File: src/hdl/c2p_outbuf.sv
// output register with skid stage, gives the pipeline enable
module c2p_outbuf (
	input  logic        clk,
	input  logic        arst_n,
	output logic        en,
	input  logic        in_valid,
	input  logic [39:0] in_data,
	output logic        m_axis_tvalid,
	input  logic        m_axis_tready,
	output logic [39:0] m_axis_tdata
);
	logic        o_v_q, skid_v_q;
	logic [39:0] o_q, skid_q;

	assign en = !skid_v_q;

	always_ff @(posedge clk or negedge arst_n) begin
		if (!arst_n) begin
			o_v_q    <= 1'b0;
			skid_v_q <= 1'b0;
		end else if (skid_v_q) begin
			if (m_axis_tready) begin
				skid_v_q <= 1'b0;
			end
		end else if (!o_v_q || m_axis_tready) begin
			o_v_q <= in_valid;
		end else begin
			skid_v_q <= in_valid;
		end
	end

	always_ff @(posedge clk) begin
		if (skid_v_q) begin
			if (m_axis_tready) begin
				o_q <= skid_q;
			end
		end else if (!o_v_q || m_axis_tready) begin
			o_q <= in_data;
		end else begin
			skid_q <= in_data;
		end
	end

	assign m_axis_tvalid = o_v_q;
	assign m_axis_tdata  = o_q;

endmodule
File: config.mk
export PLATFORM = sky130hd
export DESIGN_NAME = c2p_outbuf
export DESIGN_NICKNAME = d
export VERILOG_FILES = /design/src/hdl/c2p_outbuf.sv
export SDC_FILE = /design/constraint.sdc
export NUM_CORES = 1
export LEC_CHECK = 0
export BUFFER_PORTS_ARGS = -buffer_cell sky130_fd_sc_hd__buf_4
export CAP_MARGIN = 30
export CORE_MARGIN = 2
export CORE_UTILIZATION = 40
export CTS_BUF_LIST = sky130_fd_sc_hd__clkbuf_2 sky130_fd_sc_hd__clkbuf_4 sky130_fd_sc_hd__clkbuf_8
export CTS_CLUSTER_SIZE = 30
export DETAILED_ROUTE_END_ITERATION = 10
export MAX_ROUTING_LAYER = met4
export PLACE_DENSITY = 0.72
export SLEW_MARGIN = 20
export SYNTH_ARGS = -nofsm -noshare
export SYNTH_HDL_FRONTEND = slang
export SYNTH_SLANG_ARGS = --single-unit
export TNS_END_PERCENT = 5
File: constraint.sdc
create_clock -name clk -period 10.1 [get_ports clk]
set_clock_uncertainty 0.2 [all_clocks]
set_input_delay 1.01 -clock clk [delete_from_list [all_inputs] [get_ports clk]]
set_output_delay 1.01 -clock clk [all_outputs]
set_load 0.02 [all_outputs]
==> metrics <==
max cap viols 0; Worst EP arrival 1530 ps; clk sinks 82; I/O Buffers 85; P&R area growth vs syn 28.9%; Syn Nets 178; Placed Cells incl. Taps 319; CP Launch Type flip-flop; Worst-Margin Slew 758 ps; Top delay family on crit path buffers and inverters; Fin. Hold Viols 0; DRT antenna net count 0; HP Class in2async; final WL 5.12 mm; Post-Layout Cell Count 334; Critical Path End Type primary output; Synth cell types 13; Post-Synthesis Cells 134; Clock Path Buffers 2; Final Max Slew Viols 0; Post-Syn Area 3170 um2; Clock transition at path regs 70 ps; initial antenna violation count 0; WL per Instance 15.3 um; DR pass1 iterations 6; # DRC 0; post-layout min period 2740 ps; Power Dens Cells 190 nW/um2; multi-input logic area 643 um2; VDD IR max 0.0000748 V; CP cell instances buf_4, inv_2, buf_4; FP Rows 32; # setup viols final 0; Layout Utilization 0.529; RSZ-0062 raised after global routing false; kind of critical path reg2out; register area share after synthesis 0.773; crit share post-route 0.271; Avg Inst Size Synth 23.7 um2; CTS resizes 0; GPL Wtd Cong 0.695; fillcell total 609; Crit path largest cell delay 600 ps; LEAKAGE 1.62 nW; starting density of the core 0.411; ratio of cells with drive above 1 in the final layout 0.634; Root Buffer clkbuf_8; worst-skew pair later-pin latency 340 ps; routed vias/inst 4.47; crit-path max FO 45; maximum number of pins on one net before global-route repair 46; Max Freq 365 MHz; HPWL Detailed 3.43 mm; synthesized flop and latch total 82; DR vias 1493; Total Routing Usage GR 0.122; core area 7730 um2; headroom to the max-slew limit 0.495; starting DRC count in detailed routing 116; CTS buffer count 9; chip width 93.1 um; global route total overflow 0; run status finished, final reports clean; global-route wire length before repair 7.72 mm; number of diodes 0; Final TNS setup 0 ps; die area 8660 um2; final net count 272; Worst Path Required 8890 ps; vias in the first global route 1503; sequential cell area 2450 um2; Tot Pwr 778 uW; I/O pins 86; synth warn 0; CTS tree done; buffers inserted by post-CTS timing repair 0; cell mode on critical path buf_4; # H-tree levels 3; CP Buf/Inv Count 3; Hold Buf Count CTS 0; Chip Height 93.1 um; cell at the slowest stage of the critical path buf_4
-- power by group --
part           switching [mW]  total (mW)  internal (mW)
registers             0.00933       0.425          0.415
clock network           0.111       0.222          0.111
logic                  0.0657       0.131         0.0658
total                   0.186       0.778          0.592
-- through the flow --
step / hold slack, ps / setup slack, ps / area [um2]
global route: 223 / 7230 / 4090
finish: 250 / 7360 / 4090
detailed placement: 332 / 7680 / 3910
CTS: 230 / 7300 / 4090
floorplan: 323 / 5450 / 3170
global placement: 330 / 7710 / 3880
-- final timing paths --
check	start	to	slack, ps	cells past startpoint
min in group clk	skid_q[2]	m_axis_tdata[2]	340	1
max reg2reg	skid_v_q	m_axis_tdata[1]	8000	3
max	skid_v_q	en	7360	3
min reg2reg	skid_q[2]	m_axis_tdata[2]	340	1
min	arst_n	skid_v_q	250	1
max in group asynchronous	arst_n	skid_v_q	9350	1
-- cells in the final DEF (no fill, tap or decap) --
cell type	synthesis	layout
a21oi_1	1	1
a22o_1	1	1
buf_16	0	1
buf_4	0	87
bufinv_16	0	1
clkbuf_8	0	9
clkinv_1	0	1
clkinv_2	0	2
clkinvlp_4	0	2
dfrtp_1	2	1
dfrtp_2	0	1
edfxtp_1	80	80
inv_2	1	1
mux2_2	4	4
mux2_4	36	36
nand2b_2	1	1
nor2_1	1	1
nor3b_2	0	1
o21bai_4	0	1
-- final cells by class --
class,count,share of cell area
timing repair buffer,88,0.166
inverter,1,0.000917
clock buffer,9,0.0303
sequential,82,0.600
clock inverter,6,0.0144
tap,102,0.0312
multi-input combinational,46,0.157
-- synth_stat cells (all sizes together) --
master / instances / area (um2)
o21bai: 1 / 7.51
nor3b: 1 / 7.51
a21oi: 1 / 5.00
a22o: 1 / 8.76
buf: 5 / 91.3
nand2b: 1 / 8.76
dfrtp: 2 / 50.1
inv: 1 / 3.75
mux2: 40 / 586
edfxtp: 80 / 2400
nor2: 1 / 3.75
-- worst register-to-register path, cell delays in order (launching register included) --
cell and delay [ps]:
dfrtp_2 390, buf_4 350, o21bai_4 610, buf_16 250
-- state kept, by name, indices dropped and copies added (netlist names) --
| name | count |
|---|---|
| m_axis_tdata | 40 |
| skid_q | 40 |
| m_axis_tvalid | 1 |
| skid_v_q | 1 |
-- kinds of logic after synthesis --
family,synth area share
flip-flops,0.773
AO/OA/AOI/OAI,0.00670
buffers and inverters,0.0300
multiplexers,0.184
AND/OR/NAND/NOR,0.00631
-- metal layers --
layer / up-vias / global-route usage / share of wire
li1: 713 / - / -
met2: 48 / 0.180 / 0.48
met5: - / - / 0
met4: 0 / 0.0686 / 0.028
met1: 719 / 0.159 / 0.45
met3: 13 / 0.0258 / 0.047
(Power assumes the default switching activity.)
