==> src/hdl/c2p_pkg.sv <==
// shared types, constants and the cordic arctangent table
package c2p_pkg;

	localparam int COORD_BITS       = 16;
	localparam int ANGLE_FRAC_BITS  = 13;
	localparam int RADIUS_FRAC_BITS = 8;
	localparam int RADIUS_BITS      = 24;
	localparam int ANGLE_BITS       = 16;

	localparam int CORDIC_STEPS = 30;
	localparam int SQRT_STEPS   = 24;
	localparam int SQRT_TOP     = 46;
	localparam int NORM_MSB     = 60;
	localparam int ANGLE_SH     = NORM_MSB - ANGLE_FRAC_BITS;

	localparam logic [30:0] PI_Q29     = 31'd1686629713;
	localparam logic [31:0] BIN_PI     = 32'h8000_0000;
	localparam logic [31:0] BIN_PI_HALF = 32'h4000_0000;

	typedef struct packed {
		logic [63:0] x;
		logic [63:0] y;
		logic [32:0] z;
		logic [48:0] n;
		logic [48:0] q;
		logic        xneg;
		logic        yneg;
		logic        xz;
		logic        yz;
	} c2p_pipe_t;

	function automatic logic [32:0] atan_step(input int i);
		logic [32:0] a;
		case (i)
			0:  a = 33'h020000000;
			1:  a = 33'h012E4051E;
			2:  a = 33'h009FB385B;
			3:  a = 33'h0051111D4;
			4:  a = 33'h0028B0D43;
			5:  a = 33'h00145D7E1;
			6:  a = 33'h000A2F61E;
			7:  a = 33'h000517C55;
			8:  a = 33'h00028BE53;
			9:  a = 33'h000145F2F;
			10: a = 33'h0000A2F98;
			11: a = 33'h0000517CC;
			12: a = 33'h000028BE6;
			13: a = 33'h0000145F3;
			14: a = 33'h00000A2FA;
			15: a = 33'h00000517D;
			16: a = 33'h0000028BE;
			17: a = 33'h00000145F;
			18: a = 33'h000000A30;
			19: a = 33'h000000518;
			20: a = 33'h00000028C;
			21: a = 33'h000000146;
			22: a = 33'h0000000A3;
			23: a = 33'h000000051;
			24: a = 33'h000000029;
			25: a = 33'h000000014;
			26: a = 33'h00000000A;
			27: a = 33'h000000005;
			28: a = 33'h000000003;
			29: a = 33'h000000001;
			default: a = '0;
		endcase
		return a;
	endfunction

endpackage

==> src/hdl/c2p_front.sv <==
// front stages: magnitudes, squares, normalizing shift and sqrt operand
module c2p_front (
	input  logic                   clk,
	input  logic                   arst_n,
	input  logic                   en,
	input  logic                   in_valid,
	input  logic [15:0]            x_coord,
	input  logic [15:0]            y_coord,
	output logic                   out_valid,
	output c2p_pkg::c2p_pipe_t     out_d
);
	import c2p_pkg::*;

	logic [COORD_BITS-1:0] ax_s1, ay_s1;
	logic                  xneg_s1, yneg_s1, xz_s1, yz_s1, v_s1;

	logic [COORD_BITS-1:0] ax_s2, ay_s2;
	logic [31:0]           sqx_s2, sqy_s2;
	logic [5:0]            sh_s2;
	logic                  xneg_s2, yneg_s2, xz_s2, yz_s2, v_s2;

	c2p_pipe_t             d_s3;
	logic                  v_s3;

	logic [COORD_BITS-1:0] big;
	logic [3:0]            msb;
	logic [32:0]           ssum;

	always_comb begin
		big = (ax_s1 > ay_s1) ? ax_s1 : ay_s1;
		msb = '0;
		for (int i = 0; i < COORD_BITS; i++) begin
			if (big[i]) begin
				msb = 4'(i);
			end
		end
	end

	assign ssum = {1'b0, sqx_s2} + {1'b0, sqy_s2};

	always_ff @(posedge clk or negedge arst_n) begin
		if (!arst_n) begin
			v_s1 <= 1'b0;
			v_s2 <= 1'b0;
			v_s3 <= 1'b0;
		end else if (en) begin
			v_s1 <= in_valid;
			v_s2 <= v_s1;
			v_s3 <= v_s2;
		end
	end

	always_ff @(posedge clk) begin
		if (en) begin
			ax_s1   <= x_coord[15] ? (16'd0 - x_coord) : x_coord;
			ay_s1   <= y_coord[15] ? (16'd0 - y_coord) : y_coord;
			xneg_s1 <= x_coord[15];
			yneg_s1 <= y_coord[15];
			xz_s1   <= (x_coord == 16'd0);
			yz_s1   <= (y_coord == 16'd0);

			ax_s2   <= ax_s1;
			ay_s2   <= ay_s1;
			sqx_s2  <= {16'd0, ax_s1} * {16'd0, ax_s1};
			sqy_s2  <= {16'd0, ay_s1} * {16'd0, ay_s1};
			sh_s2   <= 6'(NORM_MSB) - {2'b00, msb};
			xneg_s2 <= xneg_s1;
			yneg_s2 <= yneg_s1;
			xz_s2   <= xz_s1;
			yz_s2   <= yz_s1;

			d_s3.x    <= {48'd0, ax_s2} << sh_s2;
			d_s3.y    <= {48'd0, ay_s2} << sh_s2;
			d_s3.z    <= '0;
			d_s3.n    <= 49'({ssum, {(2*RADIUS_FRAC_BITS){1'b0}}});
			d_s3.q    <= '0;
			d_s3.xneg <= xneg_s2;
			d_s3.yneg <= yneg_s2;
			d_s3.xz   <= xz_s2;
			d_s3.yz   <= yz_s2;
		end
	end

	assign out_valid = v_s3;
	assign out_d     = d_s3;

endmodule

==> config.mk <==
export PLATFORM = sky130hd
export DESIGN_NAME = c2p_front
export DESIGN_NICKNAME = d
export VERILOG_FILES = /design/src/hdl/c2p_pkg.sv /design/src/hdl/c2p_front.sv
export SDC_FILE = /design/constraint.sdc
export NUM_CORES = 1
export LEC_CHECK = 0
export BUFFER_PORTS_ARGS = -buffer_cell sky130_fd_sc_hd__buf_2
export CELL_PAD_IN_SITES_DETAIL_PLACEMENT = 1
export CELL_PAD_IN_SITES_GLOBAL_PLACEMENT = 2
export CORE_MARGIN = 4
export CORE_UTILIZATION = 26
export CTS_CLUSTER_DIAMETER = 80
export DETAILED_ROUTE_END_ITERATION = 8
export PLACE_DENSITY = 0.67
export SLEW_MARGIN = 20
export SYNTH_ARGS = -nofsm -noshare
export SYNTH_HDL_FRONTEND = slang
export SYNTH_SLANG_ARGS = --single-unit
==> constraint.sdc <==
create_clock -name clk -period 14.6 [get_ports clk]
set_clock_uncertainty 0.05 [all_clocks]
set_input_delay 1.46 -clock clk [delete_from_list [all_inputs] [get_ports clk]]
set_output_delay 1.46 -clock clk [all_outputs]
set_load 0.02 [all_outputs]
==> Implementation_results.wiki <==
{| class="wikitable"
! Metric !! Value
|-
| Cts-stage hold buffer count || 0
|-
| Initial standard-cell utilization of the core || 26.3%
|-
| Largest cells by area after synthesis || edfxtp_1, fa_1, ha_1
|-
| Number of cells traversed by the worst register-to-register path || 22
|-
| Number of instances resized during post-cts repair || 0
|-
| Part of the cycle the worst path needs || 50.9%
|-
| Total number of vias || 18500
|-
| Filler cell count || 11900
|-
| Mux share of post-synthesis cell area || 3.34%
|-
| Number of setup buffers added after CTS || 0
|-
| Share of the synthesized area in compound gates (AO/OA/AOI/OAI) || 8.58%
|-
| Placed wire-length estimate after detailed placement || 61400 um
|-
| Achievable Freq || 0.135 GHz
|-
| Count of maximum capacitance violations || 0
|-
| Area taken by multi-input logic gates || 17300 um2
|-
| Library cell with the largest summed area after synthesis || edfxtp_1
|-
| Max Transition Viols Final || 0
|-
| Average instance area after synthesis || 10.0 um2
|-
| # diodes || 0
|-
| Die Width || 333 um
|-
| Remaining design rule violation count || 0
|-
| Pin count of the biggest net entering global routing || 89
|-
| Unique masters post-synth || 81
|-
| FFs w/ async S/R, synth || 1.24%
|-
| Row count || 118
|-
| Via-to-Cell Ratio || 4.36
|-
| Arr. time, crit path || 7.67 ns
|-
| Number of global-route vias before repair || 20000
|-
| Clock input transition at the sequential cells of the worst setup and hold paths || 0.06 ns
|-
| TritonRoute pass-1 iters || 4
|-
| Required time of the critical path || 14.84 ns
|-
| H-tree level count || 2
|-
| RSZ-0062 raised after global routing || false
|-
| Sink of the worst hold path || yneg_s2
|-
| Overall overflow remaining after global route || 0
|-
| Synthesized cell area || 27400 um2
|-
| Routability Congestion || 0.804
|-
| Worst-skew pair later-pin latency || 0.54 ns
|-
| Slew at the pin closest to its max-slew limit || 1.03 ns
|-
| Worst hold path depth || 0
|-
| Setup violations, final || 0
|-
| Number of enable-type register cells in the synthesized netlist || 238
|-
| Origin of the critical flop-to-flop path || ay_s1[10]
|-
| WL final || 76600 um
|-
| Number of antenna violations at the first check in global routing || 0
|-
| Area of the die || 111000 um2
|-
| CTS Buf Count || 34
|-
| Main combinational cell family by area after synthesis || adder cells
|-
| Setup CP Type || flip-flop to flip-flop
|-
| Die span in y || 333 um
|-
| Area grow syn2layout || 10.1%
|-
| Final routed wire length divided by cell count || 18.0 um
|-
| Synth warn || 0
|-
| Summed negative setup slack over all endpoints || 0 ns
|-
| Number of sinks driven by the clock tree || 241
|-
| Number of register bits inferred by synthesis || 241
|-
| Launching element type of the critical path || flip-flop
|-
| Cells after synthesis || 2727
|-
| Number of nets in the final layout || 3452
|-
| CTS tree || yes
|-
| Worst Setup End Kind || flip-flop
|-
| Outcome || finished clean
|-
| Area fraction in and, or, nand and nor cells after synthesis || 9.96%
|-
| Dominant synthesized flop cell || edfxtp_1
|-
| Post-layout min period || 7.43 ns
|-
| I/O Buffers || 137
|-
| Largest buffer count on any clock path || 3
|-
| Commonest cells in the netlist || inv_1, fa_1, nand2_1, ha_1, edfxtp_1
|-
| Antenna Nets Post-Route || 0
|-
| Slew headroom || 31.5%
|-
| Hold Startpoint || yneg_s1
|-
| Maximum fanout count along the critical path || 13
|-
| Synth Area in XOR/XNOR || 3.87%
|-
| Register-to-register setup slack || 7.17 ns
|-
| Root cell of the clock tree || clkbuf_16
|-
| Hold crit path type || flip-flop to flip-flop
|-
| Part of the Yosys area used for sequential elements || 26.4%
|-
| Initial detailed-routing violation count || 787
|-
| Combined flip-flop and latch cell area || 7220 um2
|-
| Placeable Area || 104000 um2
|-
| Capture point of the worst reg-to-reg path || sqy_s2[31]
|-
| IO Pins || 300
|-
| Ratio of cells with drive above 1 in the final layout || 9.91%
|-
| Share of the synthesized area in the top cell type || 26.1%
|-
| Post-Synth Adder-Cell Area || 35.2%
|-
| Cell with the most instances after synthesis || inv_1
|-
| Wire length of the first global-routing pass || 121000 um
|-
| Number of endpoints with negative hold slack in the final report || 0
|-
| Gr usage total || 13.8%
|}
==> metrics by stage <==
| stage | utilization [%] | setup WS [ns] | hold slack (ns) | area [um2] | cells |
|---|---|---|---|---|---|
| final | 29.0 | 7.17 | 0.368 | 30200 | 4245 |
| after global routing | 29.0 | 6.80 | 0.370 | 30200 | 4245 |
| after CTS | 29.0 | 7.12 | 0.369 | 30200 | 4245 |
| after detailed placement | 27.9 | 7.17 | 0.356 | 29100 | 4185 |
| after global placement | 27.9 | 7.16 | 0.351 | 29100 | 4185 |
| after floorplan | - | 8.08 | 0.350 | 28000 | 2888 |
==> layout by cell type, fill, tap and decap left out, types with 17 or more instances in the layout <==
master,instances
a21o_1,44
nor2b_1,21
xnor2_1,98
and2_1,62
mux4_2,17
o21ai_0,79
clkbuf_16,35
ha_1,250
fa_1,325
mux2_2,21
conb_1,162
nor2_1,155
a21oi_1,96
inv_1,513
buf_2,136
edfxtp_1,238
nand2_1,258
nor3_1,20
nand3_1,24
mux2i_1,28
xor2_1,23
buf_4,21
==> worst max-delay path by stage <==
stage	from	endpoint	slack [ns]	depth (start not counted)
floorplan	ay_s1[9]	sqy_s2[31]	8.08	26
global placement	ay_s1[10]	sqy_s2[31]	7.16	22
detailed placement	ay_s1[10]	sqy_s2[31]	7.17	22
CTS	ay_s1[10]	sqy_s2[31]	7.12	22
global route	ay_s1[10]	sqy_s2[30]	6.80	22
finish	ay_s1[10]	sqy_s2[31]	7.17	22
==> registers in the layout, summed over array words and instances (netlist names), 5 cells and up <==
| name | count |
|---|---|
| ax_s1 | 16 |
| ax_s2 | 16 |
| ay_s1 | 16 |
| ay_s2 | 16 |
| out_d | 101 |
| sh_s2 | 5 |
| sqx_s2 | 30 |
| sqy_s2 | 30 |
==> final cells by class <==
type,instances,area share (%)
clock buffers,36,2.91
repair buffers,159,2.86
inverters,524,6.52
flip-flops and latches,241,23.9
well taps,1380,5.72
multi-input cells,1881,57.3
clock inverters,24,0.742
==> worst max-delay path, stage by stage, from the launching register on <==
cell       delay [ns]
edfxtp_1         0.77
clkinv_1         0.62
nor2_1           0.41
fa_1             0.47
inv_1            0.09
fa_1             0.44
inv_1            0.10
fa_1             0.46
fa_1             0.51
fa_1             0.49
inv_1            0.05
fa_1             0.48
inv_1            0.04
ha_1             0.35
and3_1           0.22
and3_1           0.21
and2_4           0.15
a221oi_4         0.32
a2111oi_2        0.13
o41a_1           0.41
a21oi_1          0.17
o21bai_1         0.10
xnor2_1          0.13
==> routing by layer <==
layer | global-route usage, % | share of wire [%]
met5 | 0 | 0
met4 | 1.95 | 1.3
met3 | 2.58 | 5.0
met2 | 22.4 | 45
met1 | 19.7 | 48
==> kinds of logic (layout without fill, tap and decap cells) <==
| family | after synthesis | after routing |
|---|---|---|
| buffers and inverters | 766 | 743 |
| and+or+nand+nor | 606 | 606 |
| adders and majority gates | 575 | 575 |
| AOI/OAI and AO/OA | 350 | 350 |
| DFF | 241 | 241 |
| xor gates and xnor gates | 121 | 121 |
| muxes | 67 | 67 |
| other | 1 | 162 |
Power is not shown: default switching activity piles up to over one toggle a cycle in this logic, so the estimate is an artifact.
