$ cat src/hdl/c2p_pkg.sv
// shared types, constants and the cordic arctangent table
package c2p_pkg;

	localparam int COORD_BITS       = 16;
	localparam int ANGLE_FRAC_BITS  = 13;
	localparam int RADIUS_FRAC_BITS = 8;
	localparam int RADIUS_BITS      = 24;
	localparam int ANGLE_BITS       = 16;

	localparam int CORDIC_STEPS = 30;
	localparam int SQRT_STEPS   = 24;
	localparam int SQRT_TOP     = 46;
	localparam int NORM_MSB     = 60;
	localparam int ANGLE_SH     = NORM_MSB - ANGLE_FRAC_BITS;

	localparam logic [30:0] PI_Q29     = 31'd1686629713;
	localparam logic [31:0] BIN_PI     = 32'h8000_0000;
	localparam logic [31:0] BIN_PI_HALF = 32'h4000_0000;

	typedef struct packed {
		logic [63:0] x;
		logic [63:0] y;
		logic [32:0] z;
		logic [48:0] n;
		logic [48:0] q;
		logic        xneg;
		logic        yneg;
		logic        xz;
		logic        yz;
	} c2p_pipe_t;

	function automatic logic [32:0] atan_step(input int i);
		logic [32:0] a;
		case (i)
			0:  a = 33'h020000000;
			1:  a = 33'h012E4051E;
			2:  a = 33'h009FB385B;
			3:  a = 33'h0051111D4;
			4:  a = 33'h0028B0D43;
			5:  a = 33'h00145D7E1;
			6:  a = 33'h000A2F61E;
			7:  a = 33'h000517C55;
			8:  a = 33'h00028BE53;
			9:  a = 33'h000145F2F;
			10: a = 33'h0000A2F98;
			11: a = 33'h0000517CC;
			12: a = 33'h000028BE6;
			13: a = 33'h0000145F3;
			14: a = 33'h00000A2FA;
			15: a = 33'h00000517D;
			16: a = 33'h0000028BE;
			17: a = 33'h00000145F;
			18: a = 33'h000000A30;
			19: a = 33'h000000518;
			20: a = 33'h00000028C;
			21: a = 33'h000000146;
			22: a = 33'h0000000A3;
			23: a = 33'h000000051;
			24: a = 33'h000000029;
			25: a = 33'h000000014;
			26: a = 33'h00000000A;
			27: a = 33'h000000005;
			28: a = 33'h000000003;
			29: a = 33'h000000001;
			default: a = '0;
		endcase
		return a;
	endfunction

endpackage

$ cat src/hdl/c2p_back.sv
// back stages: quadrant fold, radius rounding, scaling by pi and angle rounding
module c2p_back (
	input  logic               clk,
	input  logic               arst_n,
	input  logic               en,
	input  logic               in_valid,
	input  c2p_pkg::c2p_pipe_t in_d,
	output logic               out_valid,
	output logic [23:0]        radius,
	output logic [15:0]        angle
);
	import c2p_pkg::*;

	logic [31:0]            mag;
	logic                   neg;
	logic [33:0]            fold;

	logic [31:0]            mag_s1;
	logic                   neg_s1, v_s1;
	logic [RADIUS_BITS-1:0] rad_s1;

	logic [62:0]            prod_s2;
	logic                   neg_s2, v_s2;
	logic [RADIUS_BITS-1:0] rad_s2;

	logic [ANGLE_BITS-1:0]  ang_s3;
	logic [RADIUS_BITS-1:0] rad_s3;
	logic                   v_s3;

	logic [63:0]            rsum;
	logic [16:0]            r, rn;
	logic [ANGLE_BITS-1:0]  ang;

	always_comb begin
		fold = {2'b00, BIN_PI} - {1'b0, in_d.z};
		mag  = '0;
		neg  = 1'b0;
		if (in_d.xz && in_d.yz) begin
			mag = '0;
		end else if (in_d.xz) begin
			mag = BIN_PI_HALF;
			neg = in_d.yneg;
		end else if (in_d.yz) begin
			mag = in_d.xneg ? BIN_PI : 32'd0;
			neg = in_d.xneg;
		end else begin
			mag = in_d.xneg ? fold[31:0] : in_d.z[31:0];
			neg = in_d.yneg;
		end
	end

	always_comb begin
		rsum = {1'b0, prod_s2} + (64'd1 << (ANGLE_SH - 1));
		r    = rsum[ANGLE_SH+16:ANGLE_SH];
		rn   = 17'd0 - r;
		if (neg_s2) begin
			ang = (r > 17'd32768) ? 16'h8000 : rn[15:0];
		end else begin
			ang = (r > 17'd32767) ? 16'h7FFF : r[15:0];
		end
	end

	always_ff @(posedge clk or negedge arst_n) begin
		if (!arst_n) begin
			v_s1 <= 1'b0;
			v_s2 <= 1'b0;
			v_s3 <= 1'b0;
		end else if (en) begin
			v_s1 <= in_valid;
			v_s2 <= v_s1;
			v_s3 <= v_s2;
		end
	end

	always_ff @(posedge clk) begin
		if (en) begin
			mag_s1  <= mag;
			neg_s1  <= neg;
			rad_s1  <= in_d.q[RADIUS_BITS-1:0] + RADIUS_BITS'(in_d.n > in_d.q);

			prod_s2 <= {31'd0, mag_s1} * {32'd0, PI_Q29};
			neg_s2  <= neg_s1;
			rad_s2  <= rad_s1;

			ang_s3  <= ang;
			rad_s3  <= rad_s2;
		end
	end

	assign out_valid = v_s3;
	assign radius    = rad_s3;
	assign angle     = ang_s3;

endmodule

$ cat config.mk
export PLATFORM = sky130hd
export DESIGN_NAME = c2p_back
export DESIGN_NICKNAME = d
export VERILOG_FILES = /design/src/hdl/c2p_pkg.sv /design/src/hdl/c2p_back.sv
export SDC_FILE = /design/constraint.sdc
export NUM_CORES = 1
export LEC_CHECK = 0
export ABC_AREA = 0
export BUFFER_PORTS_ARGS = -buffer_cell sky130_fd_sc_hd__buf_2
export CELL_PAD_IN_SITES_DETAIL_PLACEMENT = 0
export CELL_PAD_IN_SITES_GLOBAL_PLACEMENT = 1
export CORE_MARGIN = 2
export CORE_UTILIZATION = 43
export CTS_CLUSTER_SIZE = 12
export DETAILED_ROUTE_END_ITERATION = 8
export PLACE_DENSITY_LB_ADDON = 0.1
export SLEW_MARGIN = 25
export SYNTH_ARGS = -nofsm -noshare
export SYNTH_HDL_FRONTEND = slang
export SYNTH_SLANG_ARGS = --single-unit
$ cat constraint.sdc
create_clock -name clk -period 6 [get_ports clk]
set_clock_uncertainty 0.05 [all_clocks]
set_input_delay 1.2 -clock clk [delete_from_list [all_inputs] [get_ports clk]]
set_output_delay 1.2 -clock clk [all_outputs]
set_load 0.05 [all_outputs]
==> metrics.txt, run 1 <==
Post-Route WL=62600 µm; post-route ant nets=0; vias in the first global route=18600; Starting Density=0.437; Final Hold Slack=0.367 ns; Synth area leader=fa_1; #FFs+latches synth=142; max-slew violations=0; most common flop cell mapped by yosys=edfxtp_1; Max FO, Critical Path=5; synth unique cells=63; Worst-Skew Late Latency=0.47 ns; layout cells sized above 1=0.307; Total Routing Usage GR=0.226; endpoint class of the critical path=flop; number of synthesized flops with an enable pin=139; initial antenna violation count=1; Die Span Y=238 µm; drt pass-1 iters=5; die width=238 µm; top cells by area in the synthesized netlist=fa_1 30%, ha_1 23%, edfxtp_1 18%; Final min period=6.56 ns; Clock transition at path regs=0.06 ns; CP arrival=6.72 ns; placed cell count=3436; critical path startpoint=mag_s1[15]; TritonCTS buffer count=17; Port Buffers=178; H-Tree Depth=4; drt via density=4.95; Syn-to-layout area delta=29.9%; register area share after synthesis=0.180; Syn Area/Cell=10.2 µm²; Util after Layout=0.567; Worst EP required=6.16 ns; Fill cells=4681; failing checks=negative setup slack; largest net degree at the start of global routing=99; Core Rows=85; post-synthesis net count=3348; core area=54000 µm²; RSZ-0062 raised after global routing=yes; worst slew pin tran=0.929 ns; Final Hold Violating Endpoints=0; share of the synthesized area in the top cell type=0.295; Crit Path Class=flop to flop; Yosys warnings=0; Max transition margin=0.381; Remaining DRCs=0; I/O pins=308; synth cell count leaders=640 x inv_1, 429 x ha_1, 348 x fa_1; final cell count without fillers=3543; final period utilization=1.09; dpl hpwl=54800 µm; CTS tree=built; Clock Path Buffers=2; clock root buffer=clkbuf_16; mapped cell area=23600 µm²; # hold bufs at CTS=0; worst min-delay path class=flop to flop; CP Launch Type=flop; # setup viols final=17; min-delay src=rad_s1[0]; Max-cap violations=0; count leader, synth=inv_1; DR WL/cell=17.7 µm; f_max=152 MHz; die area=56800 µm²; final net count=3877; first-pass GRT wire length=98000 µm; share of flip-flops with an asynchronous set or reset=0.0211; Initial DRC Count=572; Place WS=-0.732 ns; status=finished with violations; R2R Path Start=mag_s1[15]; GP Congestion=0.914; Vias=17500; GRT overflow=0; fin worst setup slack=-0.558 ns; post-synthesis cell count=2304; clock sink total=142
==> final cells by class <==
cell class	count	area [µm²]	area share
timing repair buffer	530	3710	0.121
clock buffer	17	425	0.0139
multi-input combinational	1502	18800	0.614
clock inverter	15	150	0.00490
tap	696	871	0.0284
antenna	1	2.50	0.0000816
sequential	142	4250	0.139
inverter	640	2410	0.0786
==> metal layers <==
metal	up-vias	wire (µm)	global-route usage
met5	-	0	0
met4	0	1900	0.0723
met3	73	2350	0.0357
met2	297	30200	0.383
met1	8616	28100	0.296
li1	8557	-	-
==> per-stage QoR <==
stage          area (µm²)  setup TNS [ns]
2_1_floorplan       24600           -1.18
6_report            30700           -7.29
4_1_cts             29800           -7.22
5_1_grt             30700          -10.80
3_5_place_dp        28400           -9.77
3_3_place_gp        28400           -9.20
==> cells in the final DEF, fill, tap and decap left out, types with 55 or more instances in the layout <==
cell	count
ha_1	318
ha_4	104
nor2_1	63
buf_2	177
a21oi_1	58
xnor2_1	55
nand2_1	80
buf_4	319
fa_1	300
inv_1	587
edfxtp_1	139
==> cells by family (layout without fill, tap and decap cells) <==
logic type                 after synthesis  in the layout  synth area share
AOI/OAI and AO/OA                      279            279            0.0769
other                                    0              1                 0
and+or+nand+nor                        333            333            0.0721
DFF                                    142            142             0.180
muxes                                   12             12           0.00546
buffers and inverters                  660           1202             0.105
xor gates and xnor gates               101            101            0.0375
adders and majority gates              777            777             0.523
==> registers in the layout, indices dropped and copies added, names as in the netlist <==
signal / count
rad_s2: 24
prod_s2: 17
radius: 24
mag_s1: 32
v_s2: 1
neg_s1: 1
v_s1: 1
out_valid: 1
neg_s2: 1
rad_s1: 24
angle: 16
==> final timing paths <==
check                           depth (start not counted)  slack, ns           to
min in group asynchronous                               1       0.46    out_valid
worst min-delay path                                    0       0.37    rad_s2[0]
max in group asynchronous                               1       5.33         v_s2
worst min register to register                          0       0.37    rad_s2[0]
worst max register to register                         24      -0.56  prod_s2[58]
worst max-delay path                                   24      -0.56  prod_s2[58]
==> critical path, cell delays in order (launching register included) <==
cell	delay, ns
edfxtp_1	0.45
buf_12	0.17
ha_4	0.26
inv_2	0.03
fa_1	0.49
inv_2	0.05
fa_1	0.59
inv_1	0.07
fa_1	0.48
fa_1	0.52
inv_1	0.05
fa_1	0.48
fa_1	0.56
ha_4	0.23
ha_4	0.27
buf_6	0.11
a21oi_4	0.05
o211ai_1	0.23
nand3_1	0.13
a21oi_2	0.20
o32ai_4	0.14
buf_6	0.15
a211oi_4	0.28
o22ai_2	0.11
xnor2_1	0.15
==> what timing repair did <==
action | in CTS | in global routing
endpoints found under the setup margin | 17 | 17
cloned | 0 | 0
gates resized for setup | 111 | 119
pin swaps | 112 | 108
setup buffers | 41 | 33
Power of run 1 is left out: the tool's default activity adds up to more than one toggle a clock period on the data nets, which glitch-free logic cannot reach.
==> inputs of run 2 (changes only) <==
--- a/config.mk
+++ b/config.mk
@@ -13,6 +13,7 @@
 export CORE_UTILIZATION = 43
 export CTS_CLUSTER_SIZE = 12
 export DETAILED_ROUTE_END_ITERATION = 8
+export MAX_ROUTING_LAYER = met4
 export PLACE_DENSITY_LB_ADDON = 0.1
 export SLEW_MARGIN = 25
 export SYNTH_ARGS = -nofsm -noshare
==> metrics.txt, run 2 (synthesis gave the netlist of run 1 again) <==
clock sink total=142 (unchanged); Clock Path Buffers=2 (unchanged); H-Tree Depth=4 (unchanged); max-slew violations=0 (unchanged); layout cells sized above 1=0.310 (was 0.307); fin worst setup slack=-0.565 ns (was -0.558 ns); final net count=3885 (was 3877); Largest register FFs=32 (unchanged); commonest cells after routing, fill and taps aside=574 x inv_1, 320 x buf_4, 318 x ha_1 (was 587 x inv_1, 319 x buf_4, 318 x ha_1); Starting Density=0.437 (unchanged); Max FO, Critical Path=4 (was 5); Post-Route WL=62600 µm (about the same); worst min-delay path class=flop to flop (unchanged); hold path cells=0 (unchanged); DR WL/cell=17.6 µm (was 17.7 µm); clock root buffer=clkbuf_16 (unchanged); f_max=152 MHz (about the same); Port Buffers=178 (unchanged); Total Routing Usage GR=0.232 (was 0.226); Final Hold Violating Endpoints=0 (unchanged); Clock transition at path regs=0.07 ns (was 0.06 ns); Design Area, Final=30600 µm² (was 30700 µm²); CP Launch Type=flop (unchanged); final cell count without fillers=3551 (was 3543); Die Span Y=238 µm (unchanged); TritonCTS buffer count=17 (unchanged); drt via density=4.92 (was 4.95); Reg2Reg Depth=22 (was 24); Initial DRC Count=619 (was 572); sum of negative setup slack=-7.36 ns (was -7.29 ns); Worst-Skew Late Latency=0.46 ns (was 0.47 ns); # setup viols final=17 (unchanged); Final Hold Slack=0.369 ns (was 0.367 ns); Core Rows=85 (unchanged); drt pass-1 iters=5 (unchanged); most common cell after layout, fill and taps aside=inv_1 (unchanged); final period utilization=1.09 (about the same); initial antenna violation count=1 (unchanged); die width=238 µm (unchanged); # hold bufs at CTS=0 (unchanged); endpoint class of the critical path=flop (unchanged); Vias=17500 (about the same); CP arrival=6.72 ns (about the same); placed cell count=3441 (was 3436); Syn-to-layout area delta=29.8% (was 29.9%); GP Congestion=0.966 (was 0.914); Remaining DRCs=0 (unchanged); Fill cells=4765 (was 4681); Max-cap violations=0 (unchanged); post-route ant nets=0 (unchanged); core area=54000 µm² (unchanged); status=finished with violations (unchanged); I/O pins=308 (unchanged); dpl cell area=28400 µm² (about the same); vias in the first global route=18600 (about the same); largest register by flop count=mag_s1 (unchanged); largest net degree at the start of global routing=101 (was 99); Crit Path Class=flop to flop (unchanged); worst slew pin tran=0.902 ns (was 0.929 ns); die area=56800 µm² (unchanged); dpl hpwl=55000 µm (was 54800 µm); Worst EP required=6.16 ns (about the same); Max transition margin=0.398 (was 0.381); CTS tree=built (unchanged); Final min period=6.57 ns (was 6.56 ns); RSZ-0062 raised after global routing=yes (unchanged); GRT overflow=0 (unchanged); first-pass GRT wire length=97600 µm (was 98000 µm); failing checks=negative setup slack (unchanged)
[run 2: cell types whose count changed in the layout (fill, tap and decap cells not counted), sizes merged]
cell,previous run,this run
bufinv,1,0
clkinvlp,0,3
clkinv,4,2
inv,650,648
buf,530,538
clkbuf,17,19
[run 2: final timing paths]
path                          endpoint  slack, ns  startpoint
max in group asynchronous         v_s1       5.33      arst_n
min                         rad_s2[22]       0.37  rad_s1[22]
min in group asynchronous    out_valid       0.47      arst_n
max                        prod_s2[56]      -0.57  mag_s1[11]
max reg2reg                prod_s2[56]      -0.57  mag_s1[11]
min reg2reg                 rad_s2[22]       0.37  rad_s1[22]
[run 2: stage by stage]
stage / setup slack, ns / util
finish: -0.565 / 0.567
global route: -0.797 / 0.567
CTS: -0.630 / 0.550
detailed placement: -0.760 / 0.526
global placement: -0.712 / 0.526
floorplan: -0.219 / -
[run 2: timing repair]
action,4_1_cts,5_1_grt
hold endpoints to repair,0,0
pin swaps,105,154
gates resized for setup,123,117
setup buffers,32,46
setup endpoints to repair,17,17
[run 2: cell type report]
type / instances / area, µm² / area share
diodes: 1 / 2.50 / 0.0000817
clock buffers: 19 / 443 / 0.0145
clock inverters: 13 / 103 / 0.00335
inverters: 640 / 2410 / 0.0789
multi-input cells: 1502 / 18700 / 0.612
flip-flops and latches: 142 / 4250 / 0.139
well taps: 696 / 871 / 0.0284
repair buffers: 538 / 3810 / 0.124
[run 2: critical path, cell delays in order, from the launching register on]
cell and delay (ns):
edfxtp_1 0.48, buf_6 0.17, ha_1 0.28, inv_2 0.05, fa_1 0.50, inv_2 0.05
fa_2 0.63, inv_2 0.05, fa_1 0.50, inv_2 0.05, fa_1 0.52, fa_1 0.43
fa_1 0.55, ha_4 0.23, ha_4 0.28, and4_4 0.25, nand3_4 0.09, nor4_4 0.33
nand3_1 0.14, o221a_2 0.24, o211ai_1 0.19, a221oi_2 0.11, xnor2_1 0.15
[run 2: per-layer routing]
layer / part of all wire / routed length, µm / global-route usage / vias to the layer above
met2: 0.48 / 29900 / 0.381 / 308
li1: - / - / - / 8575
met3: 0.039 / 2430 / 0.0352 / 88
met4: 0.033 / 2050 / 0.0814 / 0
met5: 0 / 0 / - / -
met1: 0.45 / 28200 / 0.292 / 8517
Power of run 2 is left out for the same reason.
==> inputs of run 3 (changes only) <==
--- a/config.mk
+++ b/config.mk
@@ -10,7 +10,8 @@
 export CELL_PAD_IN_SITES_DETAIL_PLACEMENT = 0
 export CELL_PAD_IN_SITES_GLOBAL_PLACEMENT = 1
 export CORE_MARGIN = 2
-export CORE_UTILIZATION = 43
+export CORE_UTILIZATION = 44
+export CTS_BUF_LIST = sky130_fd_sc_hd__clkbuf_4
 export CTS_CLUSTER_SIZE = 12
 export DETAILED_ROUTE_END_ITERATION = 8
 export MAX_ROUTING_LAYER = met4
==> metrics.txt, run 3 (synthesis gave the netlist of run 1 again) <==
core area=52800 µm² (was 54000 µm²); Largest register FFs=32 (unchanged); GP Congestion=0.987 (was 0.966); Design Area, Final=30300 µm² (was 30600 µm²); Worst-Skew Late Latency=0.69 ns (was 0.46 ns); max-slew violations=0 (unchanged); status=finished with violations (unchanged); dpl cell area=28400 µm² (about the same); drt pass-1 iters=5 (unchanged); dpl hpwl=54300 µm (was 55000 µm); largest register by flop count=mag_s1 (unchanged); Worst EP required=6.49 ns (was 6.16 ns); Max FO, Critical Path=4 (unchanged); f_max=152 MHz (about the same); Syn-to-layout area delta=28.5% (was 29.8%); worst slew pin tran=0.958 ns (was 0.902 ns); Max transition margin=0.361 (was 0.398); Util after Layout=0.574 (was 0.567); die area=55500 µm² (was 56800 µm²); Vias=17300 (was 17500); largest net degree at the start of global routing=102 (was 101); Die Span Y=236 µm (was 238 µm); post-route ant nets=0 (unchanged); Final min period=6.59 ns (was 6.57 ns); drt via density=4.91 (was 4.92); failing checks=negative setup slack (unchanged); TritonCTS buffer count=17 (unchanged); Port Buffers=178 (unchanged); clock sink total=142 (unchanged); Starting Density=0.447 (was 0.437); CTS tree=built (unchanged); # setup viols final=17 (unchanged); Final Hold Violating Endpoints=0 (unchanged); CP arrival=7.08 ns (was 6.72 ns); Remaining DRCs=0 (unchanged); Clock Path Buffers=2 (unchanged); endpoint class of the critical path=flop (unchanged); H-Tree Depth=4 (unchanged); I/O pins=308 (unchanged); Final Hold Slack=0.218 ns (was 0.369 ns); initial antenna violation count=2 (was 1); Core Rows=84 (was 85); commonest cells after routing, fill and taps aside=581 x inv_1, 324 x ha_1, 312 x buf_4 (was 574 x inv_1, 320 x buf_4, 318 x ha_1); Max-cap violations=0 (unchanged); # hold bufs at CTS=0 (unchanged); die width=236 µm (was 238 µm); GRT overflow=0 (unchanged); DR WL/cell=17.4 µm (was 17.6 µm); Total Routing Usage GR=0.234 (was 0.232); first-pass GRT wire length=97400 µm (was 97600 µm); Initial DRC Count=628 (was 619); final period utilization=1.10 (was 1.09); Clock transition at path regs=0.14 ns (was 0.07 ns); Crit Path Class=flop to flop (unchanged); final net count=3873 (was 3885); worst min-delay path class=primary input to async pin (was flop to flop); Post-Route WL=61400 µm (was 62600 µm); RSZ-0062 raised after global routing=yes (unchanged); CP Launch Type=flop (unchanged); layout cells sized above 1=0.306 (was 0.310); clock root buffer=clkbuf_4 (was clkbuf_16); most common cell after layout, fill and taps aside=inv_1 (unchanged); fin worst setup slack=-0.590 ns (was -0.565 ns); vias in the first global route=18400 (was 18600); sum of negative setup slack=-7.57 ns (was -7.36 ns)
run 3: changes by cell type in the layout (fill, tap and decap cells not counted), moves of 5 or more:
cell and change:
clkbuf_4 +18, clkbuf_16 -17, buf_4 -8, inv_1 +7, a21oi_2 +6, ha_1 +6, a21oi_1 -5, fa_1 +5
fa_2 -5, inv_2 -5
run 3: final timing paths:
| check | cells past startpoint | from | slack, ns | end |
|---|---|---|---|---|
| max in group asynchronous | 1 | arst_n | 5.58 | out_valid |
| hold reg to reg | 0 | rad_s2[19] | 0.38 | radius[19] |
| hold / removal | 1 | arst_n | 0.22 | v_s2 |
| setup reg to reg | 27 | mag_s1[9] | -0.59 | prod_s2[61] |
| min in group clk | 0 | rad_s2[19] | 0.38 | radius[19] |
| setup / recovery | 27 | mag_s1[9] | -0.59 | prod_s2[61] |
run 3: layout make-up:
| cell class | count | area [µm²] |
|---|---|---|
| clock buffers | 18 | 135 |
| flip-flops and latches | 142 | 4250 |
| inverters | 640 | 2410 |
| multi-input cells | 1502 | 18800 |
| repair buffers | 526 | 3700 |
| well taps | 688 | 861 |
| clock inverters | 14 | 189 |
| fillers | 4613 | 22500 |
| diodes | 5 | 12.5 |
run 3: per-stage QoR:
step / setup slack, ns / cells
after floorplan: -0.219 / 2304
after global placement: -0.685 / 3437
after detailed placement: -0.740 / 3437
after CTS: -0.609 / 3497
after global routing: -0.804 / 3534
final: -0.590 / 3535
run 3: what timing repair did:
action                                  CTS  global route
pin swaps                               101            92
endpoints found under the setup margin   17            17
buffers inserted                         29            34
gates resized for setup                 148            84
run 3: critical path, stage by stage (launching register included):
cell	delay, ns
edfxtp_1	0.54
buf_6	0.14
inv_2	0.04
fa_1	0.51
xnor2_1	0.16
ha_1	0.31
inv_2	0.04
fa_1	0.49
inv_2	0.05
ha_4	0.26
inv_2	0.03
fa_1	0.49
inv_1	0.05
fa_1	0.49
fa_2	0.56
ha_4	0.20
ha_4	0.26
and4_4	0.20
and4_4	0.22
inv_2	0.03
o211ai_1	0.20
buf_4	0.17
nand3_2	0.08
buf_6	0.15
a2111oi_4	0.31
buf_4	0.17
nor2_2	0.04
o211ai_1	0.19
run 3: per-layer routing:
layer | track usage | vias up | routed length [µm]
met2 | 0.381 | 249 | 29600
met5 | - | - | 0
met1 | 0.300 | 8488 | 28100
met3 | 0.0375 | 63 | 2160
li1 | - | 8544 | -
met4 | 0.0697 | 0 | 1480
Power of run 3 is left out for the same reason.
